<file path="config.mk">
export PLATFORM = sky130hd
export DESIGN_NAME = bba_ctrl
export DESIGN_NICKNAME = d
export VERILOG_FILES = /design/src/sv/bba_pkg.sv /design/src/sv/bba_ctrl.sv
export SDC_FILE = /design/constraint.sdc
export NUM_CORES = 1
export LEC_CHECK = 0
export ABC_CLOCK_PERIOD_IN_PS = 1100
export BUFFER_PORTS_ARGS = -buffer_cell sky130_fd_sc_hd__buf_4
export CAP_MARGIN = 5
export CORE_AREA = 3 3 40 42
export CTS_CLUSTER_SIZE = 8
export DETAILED_ROUTE_END_ITERATION = 16
export DIE_AREA = 0 0 43 45
export GPL_TIMING_DRIVEN = 0
export REMOVE_ABC_BUFFERS = 1
export SLEW_MARGIN = 15
export SYNTH_ARGS = -nofsm -noshare
export SYNTH_HDL_FRONTEND = slang
export SYNTH_SLANG_ARGS = --single-unit
</file>
<file path="constraint.sdc">
create_clock -name clk -period 1.1 [get_ports clk]
set_input_delay 0.11 -clock clk [delete_from_list [all_inputs] [get_ports clk]]
set_output_delay 0.11 -clock clk [all_outputs]
set_load 0.05 [all_outputs]
</file>
<file path="src/sv/bba_pkg.sv">
package bba_pkg;

	localparam int MAP_BYTES_DEF = 512;

	localparam int MAP_BITS_W = 13;
	localparam int INDEX_W    = 12;
	localparam int OP_W       = 2;
	localparam int CEIL_W     = 11;

	localparam logic [OP_W-1:0] OP_SET   = 2'd0;
	localparam logic [OP_W-1:0] OP_CLEAR = 2'd1;
	localparam logic [OP_W-1:0] OP_TEST  = 2'd2;
	localparam logic [OP_W-1:0] OP_FIND  = 2'd3;

	localparam logic [7:0] FULL_BYTE = 8'hFF;

	localparam logic [2:0]            REG_MAP_BITS  = 3'd0;
	localparam logic [MAP_BITS_W-1:0] MAP_BITS_RST  = 13'd4096;

	typedef enum logic [1:0] {
		ST_CLEAR,
		ST_IDLE,
		ST_EXEC,
		ST_FIND
	} state_t;

	typedef struct packed {
		logic clr_en;
		logic load;
		logic exec;
		logic scan;
		logic find_out;
	} dp_cmd_t;

	typedef struct packed {
		logic clr_last;
		logic scan_end;
		logic scan_hit;
	} dp_sts_t;

	// position of the lowest zero bit; 0 when the byte is full
	function automatic logic [2:0] first_zero(input logic [7:0] b);
		logic [2:0] pos;
		logic       hit;
		pos = 3'd0;
		hit = 1'b0;
		for (int i = 0; i < 8; i++) begin
			if (!hit && !b[i]) begin
				pos = 3'(i);
				hit = 1'b1;
			end
		end
		return pos;
	endfunction

endpackage

</file>
<file path="src/sv/bba_ctrl.sv">
module bba_ctrl (
	input  logic                      clk,
	input  logic                      arst_n,
	input  logic                      start,
	input  logic [bba_pkg::OP_W-1:0]  op,
	input  bba_pkg::dp_sts_t          sts,
	output bba_pkg::dp_cmd_t          cmd,
	output logic                      busy
);
	import bba_pkg::*;

	state_t state_q;
	state_t state_nx;

	always_ff @(posedge clk or negedge arst_n) begin
		if (!arst_n) begin
			state_q <= ST_CLEAR;
		end else begin
			state_q <= state_nx;
		end
	end

	always_comb begin
		state_nx = state_q;
		case (state_q)
			ST_CLEAR: begin
				if (sts.clr_last) state_nx = ST_IDLE;
			end
			ST_IDLE: begin
				if (start) state_nx = (op == OP_FIND) ? ST_FIND : ST_EXEC;
			end
			ST_EXEC: begin
				state_nx = ST_IDLE;
			end
			ST_FIND: begin
				if (sts.scan_end || sts.scan_hit) state_nx = ST_IDLE;
			end
			default: begin
				state_nx = ST_CLEAR;
			end
		endcase
	end

	always_comb begin
		cmd = '0;
		busy = 1'b1;
		case (state_q)
			ST_CLEAR: begin
				cmd.clr_en = 1'b1;
			end
			ST_IDLE: begin
				busy = 1'b0;
				cmd.load = start;
			end
			ST_EXEC: begin
				cmd.exec = 1'b1;
			end
			ST_FIND: begin
				cmd.scan = 1'b1;
				cmd.find_out = sts.scan_end || sts.scan_hit;
			end
			default: begin
				cmd = '0;
			end
		endcase
	end

	// an access op goes from the exec state back to idle in the next cycle
	a_exec_one: assert property (@(posedge clk) disable iff (!arst_n)
		state_q == ST_EXEC |=> state_q == ST_IDLE)
		else $error("exec state held");

	// no item is taken while the clearing pass runs
	a_no_load_clear: assert property (@(posedge clk) disable iff (!arst_n)
		state_q == ST_CLEAR |-> !cmd.load && busy)
		else $error("item taken during clear");

	// hold the search until it hits or runs off the scanned range
	a_find_hold: assert property (@(posedge clk) disable iff (!arst_n)
		state_q == ST_FIND && !cmd.find_out |=> state_q == ST_FIND)
		else $error("search left early");

endmodule

</file>
==> insert_results.sql <==
INSERT INTO impl_metrics (metric_group, metric, value, unit) VALUES
('cts', 'number_of_buffers_created_by_cts', '3', ''),
('pwr', 'share_seq_of_total_power', '15.8', '%'),
('pwr', 'vdd.ir_drop.worst', '0.274', 'mV'),
('cts', 'cts.reportedPaths.clkPinSlew', '30', 'ps'),
('cells_and_area', 'instances_no_fill', '53', ''),
('synth', 'syn-cell-area', '130', 'um^2'),
('cts', 'clock_tree.htree_level_count', '1', ''),
('placed_design', 'gp_congestion', '0.695', ''),
('cells_and_area', 'max_ffs_per_register', '2', ''),
('cells_and_area', 'antenna_cells', '0', ''),
('pwr', 'power.switching', '284', 'uW'),
('route', 'drtAntennaViolNets', '0', ''),
('timing', 'min_period_over_period', '110', '%'),
('cts', 'clkLatencyLatePin', '220', 'ps'),
('die', 'io-pin-count', '14', ''),
('cells_and_area', 'area_delta_synth_final', '178', '%'),
('grt', 'vias_in_the_first_global_route', '190', ''),
('timing', 'fin_tns_setup', '-365', 'ps'),
('pwr', 'comb_power_share', '60.7', '%'),
('run_status', 'result_of_the_run', 'finished with violations', ''),
('setup_path', 'critical-path-slowest-cell', 'sky130_fd_sc_hd__dfrtp_2', ''),
('route', 'average_detailed_routed_wire_length_per_instance', '9.30', 'um'),
('timing', 'setup_viol', '4', ''),
('setup_path', 'critical_path_class', 'flop to output port', ''),
('setup_path', 'cells_on_worst_reg2reg_path', '5', ''),
('cts', 'root_buffer', 'sky130_fd_sc_hd__clkbuf_4', ''),
('placed_design', 'port-buffer-count', '13', ''),
('cts', 'tritoncts_sink_count', '2', ''),
('timing', 'finClkSkew', '0.650', 'ps'),
('setup_path', 'worst_ep_required_time', '990', 'ps'),
('cells_and_area', 'layout.cell_area.non_filler', '362', 'um^2'),
('placed_design', 'dp.cells', '44', ''),
('pwr', 'share_clk_of_total_power', '23.5', '%'),
('setup_path', 'start_kind', 'flop', ''),
('cts', 'clock_tree.buffer_depth', '2', ''),
('cts', 'tritoncts', 'done', ''),
('pwr', 'power-per-cell-area', '1900', 'nW/um^2'),
('run_status', 'failed_checks', 'negative setup slack', ''),
('setup_path', 'max_stage_delay', '420', 'ps'),
('setup_path', 'critPathTopFamily', 'flip-flops', ''),
('cells_and_area', 'final_layout_size_suffix_gt1_share', '68.4', '%'),
('hold_path', 'timing.hold.worst_path_depth', '3', ''),
('setup_path', 'timing.critical_path.depth', '3', ''),
('timing', 'fin_worst_hold_slack', '140', 'ps'),
('cells_and_area', 'num-fill-cells', '145', ''),
('setup_path', 'worst-endpoint-arrival', '1100', 'ps'),
('timing', 'final_max_slew_viol_count', '0', ''),
('timing', 'timing.final.hold_violations', '0', ''),
('synth', 'average_footprint_of_a_synthesized_cell', '8.13', 'um^2'),
('grt', 'track_usage', '4.83', '%'),
('setup_path', 'timing.critical_path.buf_inv', '1', ''),
('timing', 'worst_slew_pin_slew', '174', 'ps'),
('cells_and_area', 'finish.net_count', '48', ''),
('pwr', 'switching_share', '41.4', '%'),
('timing', 'grt_setup_unrepaired', 'yes', ''),
('placed_design', 'post_dp_cell_area', '246', 'um^2'),
('route', 'vias_per_cell', '3.45', ''),
('timing', 'finalCriticalPeriod', '1210', 'ps'),
('setup_path', 'crit-reg2reg-launch', 'state_q[0]$_DFFE_PN0P_', ''),
('timing', 'final_critical_path_setup_slack', '-112', 'ps'),
('route', 'dr_total_vias', '183', ''),
('die', 'die_height', '45', 'um'),
('job', 'cap_violations', '0', ''),
('setup_path', 'cp_cell_sequence', 'and2_4 -> and2b_1 -> buf_6', ''),
('timing', 'timing.slew.headroom', '88.4', '%'),
('die', 'floorplan.core_area', '1280', 'um^2'),
('cells_and_area', 'reg.largest.list', 'state_q: 2 flops', ''),
('die', 'floorplan.die.width', '43', 'um'),
('timing', 'fmax', '0.825', 'GHz'),
('hold_path', 'worst_hold_path.endpoint', 'state_q[0]$_DFFE_PN0P_', ''),
('route', 'initialDrtViolationCount', '0', '');
-- placed cells by master, fill, tap and decap left out, drive strengths merged --
master       synthesis  routed
mux2i                1       1
clkbuf               0       3
dfrtp                2       2
nand2                1       1
a21oi                1       1
inv                  1       1
buf                  0      18
and2b                1       1
dlygate4sd3          0       1
nor2                 4       4
nand2b               1       1
nor2b                2       2
o21bai               1       1
and2                 1       1
-- stage by stage --
step	utilization [%]	power, mW
after floorplan	-	0.310
after global placement	19.2	0.403
after detailed placement	19.2	0.403
after CTS	23.3	0.605
after global routing	28.1	0.717
final	28.1	0.688
-- layer usage --
metal	GRT usage (%)	vias up	wire [um]
li1	-	96	-
met1	4.10	79	146
met2	7.49	8	304
met3	0.398	0	42
met4	9.04	0	0
met5	0	-	0
-- cell families (layout without fill, tap and decap cells) --
family                 after synthesis  count (layout)  synth area share [%]
DFF                                  2               2                  38.5
and+or+nand+nor                     10              10                  41.3
AOI/OAI and AO/OA                    2               2                  9.61
muxes                                1               1                  7.69
buffers and inverters                1              23                  2.88
-- power by group through the flow --
| stage | clock network, mW | logic, mW | registers, mW |
|---|---|---|---|
| 6_report | 0.161 | 0.418 | 0.109 |
| 5_1_grt | 0.170 | 0.437 | 0.111 |
| 4_1_cts | 0.173 | 0.321 | 0.111 |
| 3_5_place_dp | 0 | 0.292 | 0.111 |
| 3_3_place_gp | 0 | 0.291 | 0.112 |
| 2_1_floorplan | 0 | 0.204 | 0.106 |
-- layout make-up --
cell class	instances	area (um^2)	share of cell area, %
multi-input combinational	13	93.8	26.0
inverter	1	3.75	1.04
sequential	2	51.3	14.2
tap	15	18.8	5.19
clock buffer	3	22.5	6.23
timing repair buffer	19	171	47.4
-- synth_stat cells (all sizes together) --
cell,instances,share of area [%]
mux2i,1,7.7
and2,1,6.7
nor2b,2,9.6
inv,1,2.9
a21oi,1,3.8
o21bai,1,5.8
dfrtp,2,38
nand2,1,2.9
nor2,4,12
nand2b,1,4.8
and2b,1,5.8
-- how the worst max path moves through the flow --
stage                                 startpoint  slack, ps      to
after floorplan           state_q[1]$_DFFE_PN0P_       -600  cmd[3]
after global placement    state_q[1]$_DFFE_PN0P_         80  cmd[0]
after detailed placement  state_q[0]$_DFFE_PN0P_         80  cmd[0]
after global routing      state_q[1]$_DFFE_PN0P_       -150  cmd[0]
final                     state_q[0]$_DFFE_PN0P_       -110  cmd[0]
after CTS                 state_q[1]$_DFFE_PN0P_       -130  cmd[0]
-- tightest hold or removal path, stage by stage --
cell                       delay, ps
sky130_fd_sc_hd__buf_4            80
sky130_fd_sc_hd__nor2_1           30
sky130_fd_sc_hd__o21bai_1        100
-- timing repair --
action                                 CTS  global route
buffers inserted                         1             4
pin swaps                                0             1
endpoints found under the hold margin    2             0
hold buffers                             1             0
setup endpoints to repair                6             6
gates resized for setup                  4             8
Note: power is estimated with default switching activity, not from simulation.
